File: config.mk
export PLATFORM = sky130hd
export DESIGN_NAME = qslerp_cordic_vec
export DESIGN_NICKNAME = d
export VERILOG_FILES = /design/src/design/qslerp_pkg.sv /design/src/design/qslerp_cordic_vec.sv
export SDC_FILE = /design/constraint.sdc
export NUM_CORES = 2
export LEC_CHECK = 0
export ABC_AREA = 0
export BUFFER_PORTS_ARGS = -buffer_cell sky130_fd_sc_hd__buf_2
export CORE_UTILIZATION = 65
export CTS_BUF_LIST = sky130_fd_sc_hd__clkbuf_4
export CTS_CLUSTER_DIAMETER = 50
export CTS_CLUSTER_SIZE = 14
export DETAILED_ROUTE_END_ITERATION = 16
export GPL_ROUTABILITY_DRIVEN = 0
export PLACE_DENSITY_LB_ADDON = 0.08
export SLEW_MARGIN = 20
export SYNTH_ARGS = -nofsm -noshare
export SYNTH_HDL_FRONTEND = slang
export SYNTH_SLANG_ARGS = --single-unit
File: constraint.sdc
create_clock -name clk -period 7 [get_ports clk]
set_input_delay 0.7 -clock clk [delete_from_list [all_inputs] [get_ports clk]]
set_output_delay 0.7 -clock clk [all_outputs]
set_load 0.01 [all_outputs]
File: src/design/qslerp_pkg.sv
// Shared types, constants and the arctangent table for the quaternion slerp pipeline.
// No dependencies; every other file in this folder imports it.
package qslerp_pkg;

	localparam logic [28:0] ONE_Q28 = 29'h1000_0000;
	localparam logic signed [33:0] DOT_ONE = 34'sh1000_0000;
	localparam logic signed [31:0] HALF_PI_Q30 = 32'sd1686629713;
	localparam logic [15:0] FRAC_ONE = 16'h8000;
	localparam logic [33:0] RATIO_LIM = 34'h1_0000_0000;
	localparam logic signed [51:0] ROUND_Q27 = 52'sh800_0000;

	typedef enum logic [1:0] {
		PATH_COPY  = 2'd0,
		PATH_MEAN  = 2'd1,
		PATH_BLEND = 2'd2
	} path_t;

	// Per-item payload that rides alongside the arithmetic units.
	typedef struct packed {
		logic [3:0][15:0] st;
		logic [3:0][16:0] fin;
		logic [15:0]      frac;
		logic [3:0][15:0] fb;
		path_t            fb_path;
		logic             big;
	} item_t;

	typedef struct packed {
		logic [27:0] c;
		item_t       it;
	} sq_sb_t;

	typedef struct packed {
		logic  try_blend;
		item_t it;
	} vec_sb_t;

	typedef struct packed {
		logic       blend;
		logic [1:0] neg;
		item_t      it;
	} div_sb_t;

	// atan(2^-i) in Q.30 radians.
	function automatic logic signed [31:0] atan_q30(input int idx);
		logic signed [31:0] r;
		case (idx)
			0: r = 32'sh3243F6A8;
			1: r = 32'sh1DAC6705;
			2: r = 32'sh0FADBAFC;
			3: r = 32'sh07F56EA6;
			4: r = 32'sh03FEAB76;
			5: r = 32'sh01FFD55B;
			6: r = 32'sh00FFFAAA;
			7: r = 32'sh007FFF55;
			8: r = 32'sh003FFFEA;
			9: r = 32'sh001FFFFD;
			10: r = 32'sh000FFFFF;
			11: r = 32'sh0007FFFF;
			12: r = 32'sh0003FFFF;
			13: r = 32'sh0001FFFF;
			14: r = 32'sh0000FFFF;
			15: r = 32'sh00007FFF;
			16: r = 32'sh00003FFF;
			17: r = 32'sh00001FFF;
			18: r = 32'sh00000FFF;
			19: r = 32'sh000007FF;
			20: r = 32'sh000003FF;
			21: r = 32'sh000001FF;
			22: r = 32'sh000000FF;
			23: r = 32'sh0000007F;
			default: r = '0;
		endcase
		return r;
	endfunction

	function automatic logic [15:0] sat16(input logic signed [23:0] v);
		logic [15:0] r;
		if (v > 24'sd32767) begin
			r = 16'h7FFF;
		end else if (v < -24'sd32768) begin
			r = 16'h8000;
		end else begin
			r = v[15:0];
		end
		return r;
	endfunction

endpackage

File: src/design/qslerp_cordic_vec.sv
// Pipelined CORDIC in vectoring mode: accumulates the angle of (x, y), one step per stage.
// Depends on qslerp_pkg for the arctangent table.
module qslerp_cordic_vec #(
	parameter int N    = 16,
	parameter int SB_W = 1
) (
	input  logic               clk,
	input  logic               arst_n,
	input  logic               en,
	input  logic               in_valid,
	input  logic signed [31:0] x_in,
	input  logic signed [31:0] y_in,
	input  logic [SB_W-1:0]    sb_in,
	output logic               out_valid,
	output logic signed [31:0] ang_out,
	output logic [SB_W-1:0]    sb_out
);
	import qslerp_pkg::*;

	logic               vld_s [N];
	logic signed [31:0] x_s   [N];
	logic signed [31:0] y_s   [N];
	logic signed [31:0] z_s   [N];
	logic [SB_W-1:0]    sb_s  [N];

	for (genvar i = 0; i < N; i++) begin : g_step
		localparam logic signed [31:0] ANG = atan_q30(i);
		logic               vi;
		logic signed [31:0] xi, yi, zi;
		logic [SB_W-1:0]    sbi;

		if (i == 0) begin : g_first
			assign vi  = in_valid;
			assign xi  = x_in;
			assign yi  = y_in;
			assign zi  = '0;
			assign sbi = sb_in;
		end else begin : g_next
			assign vi  = vld_s[i-1];
			assign xi  = x_s[i-1];
			assign yi  = y_s[i-1];
			assign zi  = z_s[i-1];
			assign sbi = sb_s[i-1];
		end

		always_ff @(posedge clk or negedge arst_n) begin
			if (!arst_n) begin
				vld_s[i] <= 1'b0;
			end else if (en) begin
				vld_s[i] <= vi;
			end
		end

		always_ff @(posedge clk) begin
			if (en) begin
				sb_s[i] <= sbi;
				if (yi > 0) begin
					x_s[i] <= xi + (yi >>> i);
					y_s[i] <= yi - (xi >>> i);
					z_s[i] <= zi + ANG;
				end else begin
					x_s[i] <= xi - (yi >>> i);
					y_s[i] <= yi + (xi >>> i);
					z_s[i] <= zi - ANG;
				end
			end
		end
	end

	assign out_valid = vld_s[N-1];
	assign ang_out   = z_s[N-1];
	assign sb_out    = sb_s[N-1];

endmodule

==> out/results.ini <==
[sta]
min_period_ps = 6710
grt_setup_unrepaired = no
timing.hold.ws_ps = 138
worst_slew_pin_slew_ps = 1080
maxSlewViolCount = 0
setup_viol = 0
slew_headroom_pct = 28.2
hold_viol = 0
tns_ps = 0
fmax_ghz = 0.149
finClkSkew_ps = 86.8
min_period_over_period_pct = 95.9

[worst_setup_path]
cp.required_ps = 8070
critical_path.max_fanout = 21
crit_type = register to register
cp.arrival_ps = 7790
end_kind = register
cp-start-kind = register
reg2reg_slack_ps = 290

[yosys]
synth_seq_cells = 1410
synth.top_cells.by_area = edfxtp_1 34%, ha_1 14%, xnor2_1 8.1%
synth_cell_types = 93
synth.top_cell.area_share_pct = 34.4
synthXorXnorAreaFrac_pct = 12.5
synth_compound_area_share_pct = 20.5
seq_area_frac_synth_pct = 34.7
synth_edf_count = 1394
synth_mux_area_share_pct = 0.719
postSynthCellCount = 12900
synth.most_common_cell = edfxtp_1
synthTopCellsByCount = 1394 x edfxtp_1, 1389 x ha_1, 1187 x a21oi_1, 1132 x xnor2_1, 966 x nor2_1
syn_nets = 14400
yosys_warnings = 0
netlist_area_um2 = 122000
synth_top_family_by_area = compound AO/OA/AOI/OAI gates
synth_top_area_cell = edfxtp_1
synth_simple_gate_area_share_pct = 14.0
synthAdderAreaFrac_pct = 14.9
syn_area_per_cell_um2 = 9.45
synthArstFlopShare_pct = 1.13
synthFlopType = edfxtp_1

[floorplan]
num_rows = 158
core_area_um2 = 186000
die_height_um = 435
die-area_um2 = 189000
die_w_um = 435
initial_utilization_pct = 65.5
ios = 103

[place]
placed_cells = 15300
dp_hpwl_um = 246000
io_buffers = 101

[worst_hold_path]
hp-class = primary input to register

[layout]
drive_gt1_share_pct = 5.24
nNetsFinal = 14500
area_growth_pct = 5.51
multi_input_area_um2 = 76400
seqCellArea_um2 = 42300
n_fill_cell = 14300
final_cells = 15700

[cts]
postCtsSetupBuffers = 0
clkSlewWorstSetupHoldPaths_ps = 140
cts_root_buf = clkbuf_4
clk_latency_ps = 1360
cts.path.max_buffers = 3
cts_buffers = 168
cts_tree = built
htree_levels = 4
cts.sinks = 1410

[drt]
drc_errors = 0
wirelength_um = 313000
drtPass1Iterations = 6
viasPerCell = 6.40
postRouteAntennaNets = 0
vias = 100000
drtIter0Drc = 8461
wire_per_inst_um = 20.0

[outcome]
status = finished clean

[grt]
grt_max_degree = 203
met2_usage_pct = 53.2
grt_util_met1_pct = 40.7
met3_usage_pct = 6.06
grt_pass1_wl_um = 492000
grt_use_total_pct = 32.2
grt_pass1_vias = 94700
grt-ovfl-total = 0
antenna_found_initial = 9
busiest_layer = met2

[run]
drv_cap = 0

state kept, by name, summed over array words and instances (netlist names):
name	flops
y_s	480
z_s	465
x_s	433
sb_s	16
g_step.vi	15
out_valid	1
placed cells by master, fill, tap and decap left out, types with 97 or more instances in the layout:
cell type,synthesis,routed
nor3_1,295,295
nand3_1,215,215
buf_2,12,100
clkbuf_4,0,182
nand2_1,776,776
inv_1,606,605
a31oi_1,109,109
a211oi_1,100,100
edfxtp_1,1394,1394
xnor2_1,1132,1132
ha_1,1389,1389
nand4_1,105,105
o21a_1,211,210
a21o_1,588,588
a21oi_1,1187,1187
nor2_1,966,966
nor2b_1,205,205
xor2_1,605,605
o21ai_0,815,806
nand2b_1,214,214
o31ai_1,180,180
nor4_1,124,122
or3_1,97,97
o21bai_1,164,164
and3_1,140,140
repair_timing:
action                                  in CTS  in global routing
hold endpoints to repair                   109                  0
hold buffers                                29                  0
resized for setup                            0                 14
endpoints found under the setup margin       0                 26
cell type report:
cell class,instances,share of cell area (%)
multi-input cells,10600,59.5
flip-flops and latches,1410,32.9
repair buffers,214,1.16
well taps,2480,2.42
diodes,13,0.0253
inverters,627,1.84
clock buffers,182,1.06
clock inverters,118,1.09
cell families (layout without fill, tap and decap cells):
kind of cell	count (synthesis)	in the layout
and+or+nand+nor	3446	3446
adders and majority gates	1427	1427
AOI/OAI and AO/OA	3926	3926
xor gates and xnor gates	1737	1737
DFF	1410	1410
muxes	81	81
buffers and inverters	847	1141
other	1	14
critical path: stages, from the launching register on:
cell       delay, ps
edfxtp_1         490
or4_1            600
nor3_1           210
nand2_1          150
nor2_1           240
and2_1           220
and4_1           270
o21ai_4          190
o21ai_0          350
inv_1             80
ha_1             270
nor2b_1          130
o21ai_0          240
a21oi_1          150
o41ai_1          650
o21ai_1          320
a311o_1          440
a2111oi_0        640
nor3_1           160
a211o_1          330
o31ai_1          250
xnor2_1           90
layer usage:
metal / vias up / wire [um]
met4: 4 / 14700
met5: - / 22
met3: 864 / 24600
met1: 47200 / 128000
met2: 3859 / 146000
li1: 48200 / -
path summary, 6_finish.rpt:
path,cells past startpoint,to,startpoint
max,21,x_s[1][29],y_s[0][236]
min,7,x_s[0][31],x_in[30]
max reg2reg,21,x_s[1][29],y_s[0][236]
min reg2reg,0,sb_s[1][4],sb_s[1][3]
max in group asynchronous,3,g_step[8].vi,arst_n
min in group asynchronous,3,g_step[11].vi,arst_n
stage by stage:
step,utilization [%],setup WS [ps],instance area (um^2)
4_1_cts,69.1,299,128000
5_1_grt,69.1,5.32,128000
6_report,69.1,286,128000
3_3_place_gp,67.5,470,125000
3_5_place_dp,67.5,370,125000
2_1_floorplan,-,878,122000
Power is not shown: default switching activity piles up to over one toggle a cycle in this logic, so the estimate is an artifact.
