<file path="config.mk">
export PLATFORM = sky130hd
export DESIGN_NAME = qslerp_sqrt
export DESIGN_NICKNAME = d
export VERILOG_FILES = /design/src/design/qslerp_pkg.sv /design/src/design/qslerp_sqrt.sv
export SDC_FILE = /design/constraint.sdc
export NUM_CORES = 2
export LEC_CHECK = 0
export ABC_CLOCK_PERIOD_IN_PS = 3800
export BUFFER_PORTS_ARGS = -buffer_cell sky130_fd_sc_hd__buf_2
export CAP_MARGIN = 20
export CORE_ASPECT_RATIO = 0.7
export CORE_MARGIN = 8
export CORE_UTILIZATION = 57
export CTS_BUF_LIST = sky130_fd_sc_hd__clkbuf_16
export CTS_CLUSTER_SIZE = 14
export DETAILED_ROUTE_END_ITERATION = 10
export GPL_TIMING_DRIVEN = 1
export PLACE_DENSITY = 0.73
export SLEW_MARGIN = 10
export SYNTH_ARGS = -nofsm -noshare
export SYNTH_HDL_FRONTEND = slang
export SYNTH_SLANG_ARGS = --single-unit
</file>
<file path="constraint.sdc">
create_clock -name clk -period 3.8 [get_ports clk]
set_input_delay 0.38 -clock clk [delete_from_list [all_inputs] [get_ports clk]]
set_output_delay 0.38 -clock clk [all_outputs]
set_load 0.005 [all_outputs]
</file>
<file path="src/design/qslerp_pkg.sv">
// Shared types, constants and the arctangent table for the quaternion slerp pipeline.
// No dependencies; every other file in this folder imports it.
package qslerp_pkg;

	localparam logic [28:0] ONE_Q28 = 29'h1000_0000;
	localparam logic signed [33:0] DOT_ONE = 34'sh1000_0000;
	localparam logic signed [31:0] HALF_PI_Q30 = 32'sd1686629713;
	localparam logic [15:0] FRAC_ONE = 16'h8000;
	localparam logic [33:0] RATIO_LIM = 34'h1_0000_0000;
	localparam logic signed [51:0] ROUND_Q27 = 52'sh800_0000;

	typedef enum logic [1:0] {
		PATH_COPY  = 2'd0,
		PATH_MEAN  = 2'd1,
		PATH_BLEND = 2'd2
	} path_t;

	// Per-item payload that rides alongside the arithmetic units.
	typedef struct packed {
		logic [3:0][15:0] st;
		logic [3:0][16:0] fin;
		logic [15:0]      frac;
		logic [3:0][15:0] fb;
		path_t            fb_path;
		logic             big;
	} item_t;

	typedef struct packed {
		logic [27:0] c;
		item_t       it;
	} sq_sb_t;

	typedef struct packed {
		logic  try_blend;
		item_t it;
	} vec_sb_t;

	typedef struct packed {
		logic       blend;
		logic [1:0] neg;
		item_t      it;
	} div_sb_t;

	// atan(2^-i) in Q.30 radians.
	function automatic logic signed [31:0] atan_q30(input int idx);
		logic signed [31:0] r;
		case (idx)
			0: r = 32'sh3243F6A8;
			1: r = 32'sh1DAC6705;
			2: r = 32'sh0FADBAFC;
			3: r = 32'sh07F56EA6;
			4: r = 32'sh03FEAB76;
			5: r = 32'sh01FFD55B;
			6: r = 32'sh00FFFAAA;
			7: r = 32'sh007FFF55;
			8: r = 32'sh003FFFEA;
			9: r = 32'sh001FFFFD;
			10: r = 32'sh000FFFFF;
			11: r = 32'sh0007FFFF;
			12: r = 32'sh0003FFFF;
			13: r = 32'sh0001FFFF;
			14: r = 32'sh0000FFFF;
			15: r = 32'sh00007FFF;
			16: r = 32'sh00003FFF;
			17: r = 32'sh00001FFF;
			18: r = 32'sh00000FFF;
			19: r = 32'sh000007FF;
			20: r = 32'sh000003FF;
			21: r = 32'sh000001FF;
			22: r = 32'sh000000FF;
			23: r = 32'sh0000007F;
			default: r = '0;
		endcase
		return r;
	endfunction

	function automatic logic [15:0] sat16(input logic signed [23:0] v);
		logic [15:0] r;
		if (v > 24'sd32767) begin
			r = 16'h7FFF;
		end else if (v < -24'sd32768) begin
			r = 16'h8000;
		end else begin
			r = v[15:0];
		end
		return r;
	endfunction

endpackage

</file>
<file path="src/design/qslerp_sqrt.sv">
// Pipelined restoring square root of rad * 2^28, one result bit per stage.
// Depends on qslerp_pkg.
module qslerp_sqrt #(
	parameter int SB_W = 1
) (
	input  logic            clk,
	input  logic            arst_n,
	input  logic            en,
	input  logic            in_valid,
	input  logic [28:0]     rad,
	input  logic [SB_W-1:0] sb_in,
	output logic            out_valid,
	output logic [28:0]     root,
	output logic [SB_W-1:0] sb_out
);
	import qslerp_pkg::*;

	localparam int STEPS = 29;

	logic            vld_s  [STEPS];
	logic [28:0]     rad_s  [STEPS];
	logic [28:0]     root_s [STEPS];
	logic [31:0]     rem_s  [STEPS];
	logic [SB_W-1:0] sb_s   [STEPS];

	for (genvar j = 0; j < STEPS; j++) begin : g_step
		localparam int BIT = STEPS - 1 - j;
		logic            vi;
		logic [28:0]     radi, rooti;
		logic [31:0]     remi, rem_sh, trial;
		logic [57:0]     v;
		logic [SB_W-1:0] sbi;

		if (j == 0) begin : g_first
			assign vi    = in_valid;
			assign radi  = rad;
			assign rooti = '0;
			assign remi  = '0;
			assign sbi   = sb_in;
		end else begin : g_next
			assign vi    = vld_s[j-1];
			assign radi  = rad_s[j-1];
			assign rooti = root_s[j-1];
			assign remi  = rem_s[j-1];
			assign sbi   = sb_s[j-1];
		end

		assign v      = {1'b0, radi, 28'b0};
		assign rem_sh = {remi[29:0], v[2*BIT+1 -: 2]};
		assign trial  = {1'b0, rooti, 2'b01};

		always_ff @(posedge clk or negedge arst_n) begin
			if (!arst_n) begin
				vld_s[j] <= 1'b0;
			end else if (en) begin
				vld_s[j] <= vi;
			end
		end

		always_ff @(posedge clk) begin
			if (en) begin
				rad_s[j] <= radi;
				sb_s[j]  <= sbi;
				if (rem_sh >= trial) begin
					rem_s[j]  <= rem_sh - trial;
					root_s[j] <= {rooti[27:0], 1'b1};
				end else begin
					rem_s[j]  <= rem_sh;
					root_s[j] <= {rooti[27:0], 1'b0};
				end
			end
		end
	end

	assign out_valid = vld_s[STEPS-1];
	assign root      = root_s[STEPS-1];
	assign sb_out    = sb_s[STEPS-1];

endmodule

</file>
==> run summary <==
The startpoint identified for the worst register-to-register timing path is rem_s[1][290]. The average detailed-routed wire length per instance came out at 19.8 um. STA puts the critical path data arrival time at 4.24 ns.

Entering global routing, the biggest net connects 166 pins. The total negative slack is 0 ns. The floorplan die width came out at 456 um. The via count of the first global-routing pass is roughly 49000. The count of pins over their slew limit was 0.

The length in cells of the worst reg-to-reg path came out at 12. The endpoint identified for the worst register-to-register timing path is rem_s[1][349]. The highest fanout seen on the critical path came out at 4. The first-pass GRT wire length is approximately 270000 um. The internal power consumption came out at about 0.034 W. The kind of start point of the critical path is a flop. The register bit total from synthesis came out at 1482. The placed instance area came out at slightly above 0.08 mm2. The root buffer cell is clkbuf_16. The worst-case register-to-register setup slack is 0.1 ns. Synthesis produced a netlist whose cell count is approximately 6600. The upper clock frequency limit is around 0.27 GHz. The setup-violating endpoint count in the final report is 0. The combinational cell fraction of total power is 0.247. Clock latency on the worst-skew pair, taken at its later pin, is between 0.7 and 0.8 ns. Of the total power, the share spent switching nets is 0.308. Data on the critical path is required at its endpoint by between 4 and 5 ns. Headroom to the max-slew limit came out at 0.297. The flow ran to the end, and the final reports show no timing, DRC or antenna violations.

The clock transition time at the flip-flop clock pins of the worst setup and hold paths came out at roughly 0.06 ns. The number of nets in the finished design came out at between 7000 and 8000. The global-route usage over all layers came out at 0.230. The area of the mapped netlist is ~0.077 mm2.

The power per unit of standard cell area is between 500 and 600 mW/mm2. The launching element of the worst setup path is rem_s[1][290]. The number of cell rows came out at around 110.

The core outline area came out at between 0.1 and 0.15 mm2. The number of DRC violations after detailed-routing iteration 0 came out at approximately 6000. The filler cells instantiated in the layout total between 10000 and 15000. The most used standard cell by instance count after synthesis is edfxtp_1.

The average size of a mapped cell is about 12 um2. The proportion of power drawn by the clock network is 0.287. For this design the top-level I/O count stands at 65. The detailed placer's ending HPWL came out at roughly 130000 um.

The floorplan step defined a die boundary enclosing about 0.15 mm2. The proportion of register bits with asynchronous set or reset after synthesis is 0.0196. The count of buffers inserted at the top-level ports came out at 64. The final hold violation count is 0. The starting density of the core came out at 0.572. Of all cell types, the one taking the most synthesized area is edfxtp_1. The per-cell via count in the routed design is about 5.9. The detailed-routing iteration count for the pre-antenna-repair pass came out at 6. The static power due to leakage is 33.5 nW.

The fraction of final layout cells sized beyond drive strength 1 came out at 0.0765. The final wirelength came out at between 150000 and 200000 um. The post-detailed-route count of antenna-violating nets is 0. The H-tree was split into 4 levels. Counting instances in the post-synthesis netlist gives the leading cell types as edfxtp_1, inv_1, nand2_1. The share of the cycle needed by the critical path after routing is 0.974.

TritonCTS built the clock tree. The synthesized net count is 7111. Summed over all layers, the global routing overflow is 0. The shortest clock period the worst path allows after layout is roughly 3.7 ns. The net switching power of the design is roughly 0.015 W.

Routability-driven placement finished with a final weighted congestion of approximately 0.95. The synthesized netlist contains 92 unique library cells. For this run, design rule violations remaining after detail routing come to 0. The post-route clock skew came out at about 0.046 ns. The share of total power dissipated in sequential elements is 0.465. The number of sinks driven by the clock tree is 1482.

In this run the deepest clock path goes through 3 buffers. The finished cells cover about 0.086 mm2. For the pin with the worst max-slew slack, the measured transition is between 1 and 1.5 ns. Max-cap violations in this run came to 0. The critical path is of the flop to flop type. The worst setup path is captured at a flop.

The initial antenna violation count came out at 4. The count of flip-flops with a built-in enable after synthesis came out at roughly 1500. The peak supply drop is 0.471 mV. In the post-synthesis netlist, the biggest area contributors are edfxtp_1, ha_1, xnor2_1. The via count came out at ~52000.

In this run the worst hold path is classified as input pin to asynchronous set/reset pin. Clock tree synthesis inserted a total of 145 buffers. The share of the yosys chip area belonging to registers is 0.573. The synthesis-to-finish area growth came out at 10.8%. The most critical setup path has its endpoint at rem_s[1][349]. Of the post-synthesis cell area, the dominant cell type holds 0.564. The die height is around 320 um. The count of synthesis-stage warnings from yosys is 0.

The most frequently used flop master after synthesis is edfxtp_1.
[registers in the layout, summed over array words and instances (netlist names)]
signal,count
g_step.vi,28
out_valid,1
root_s,433
sb_s,29
rem_s,781
rad_s,210
[layout make-up]
cell class	instances	area, um2	share of cell area
inverter	569	2140	0.0249
clock inverter	115	972	0.0113
sequential	1482	44300	0.517
clock buffer	146	3650	0.0426
timing repair buffer	238	1920	0.0224
multi-input combinational	4407	30500	0.355
tap	1782	2230	0.0260
antenna	3	7.51	0.0000876
[worst min-delay path by stage]
stage	start	end	depth (start not counted)	slack, ns
after CTS	arst_n	g_step[28].vi	2	0.11
after global placement	sb_s[1][10]	sb_s[1][11]	0	0.40
after floorplan	arst_n	g_step[10].vi	0	0.08
after global routing	arst_n	g_step[26].vi	2	0.19
after detailed placement	rad_s[0][90]	rad_s[0][119]	0	0.40
final	arst_n	g_step[27].vi	2	0.17
[routing by layer]
layer / vias to the layer above / share of wire / GRT usage
met1: 25100 / 0.49 / 0.367
met3: 224 / 0.10 / 0.0586
met4: 4 / 0.016 / 0.0483
met5: - / 0.00016 / 0
met2: 1922 / 0.40 / 0.315
li1: 24700 / - / -
[metrics by stage]
step / setup slack, ns / hold slack, ns / utilization / cells / total power, W
floorplan: 0.396 / 0.0844 / - / 6627 / 0.0312
global placement: 0.0367 / 0.401 / 0.596 / 8441 / 0.0345
detailed placement: -0.0298 / 0.405 / 0.596 / 8441 / 0.0348
CTS: 0.0174 / 0.114 / 0.633 / 8735 / 0.0492
global route: -0.0820 / 0.195 / 0.634 / 8739 / 0.0516
finish: 0.0977 / 0.169 / 0.634 / 8742 / 0.0492
[power groups by stage]
stage / Clock (W) / Combinational [W] / Sequential [W]
after detailed placement: 0 / 0.0117 / 0.0231
after global placement: 0 / 0.0114 / 0.0231
after global routing: 0.0151 / 0.0134 / 0.0231
after CTS: 0.0145 / 0.0119 / 0.0228
after floorplan: 0 / 0.00892 / 0.0223
final: 0.0141 / 0.0122 / 0.0229
[timing repair]
item | in CTS | in global routing
hold buffers | 33 | 0
hold endpoints to repair | 69 | 0
pin swaps | 0 | 1
gates resized for setup | 6 | 28
setup endpoints to repair | 8 | 140
setup buffers | 0 | 3
[cell usage in the layout, fill, tap and decap left out, types with 38 or more instances in the layout]
cell and count:
edfxtp_1 1452, inv_1 589, nand2_1 518, ha_1 437, nor2_1 369, a21oi_1 361, xnor2_1 325, xor2_1 275
o21ai_1 275, a21o_1 173, nor3_1 171, nand3_1 157, clkbuf_16 146, o21ai_0 128, buf_4 125, nand2b_1 107
nor4_1 85, o21a_1 82, nor2b_1 67, nand4_1 63, buf_2 63, mux2_1 56, or3_1 54, and2_1 50
o21bai_1 40, o31ai_1 38
[critical path, cell delays in order (launching register included)]
cell and delay [ns]:
edfxtp_1 0.44, ha_1 0.37, o21ai_0 0.15, o21ai_1 0.32, a31oi_1 0.15, buf_4 0.18, o22ai_1 0.37, o21ai_1 0.22
buf_4 0.19, o31ai_2 0.43, o41ai_2 0.15, o21ai_1 0.17, mux2_1 0.34
[logic make-up after synthesis]
family,after synthesis,share of synthesized area
compound gates,1382,0.112
xor+xnor,600,0.0679
fa+ha+maj,450,0.0740
buf+inv,738,0.0362
flops,1482,0.573
mux,110,0.0157
simple gates,1865,0.121
Power figures use the tool's default switching activity.
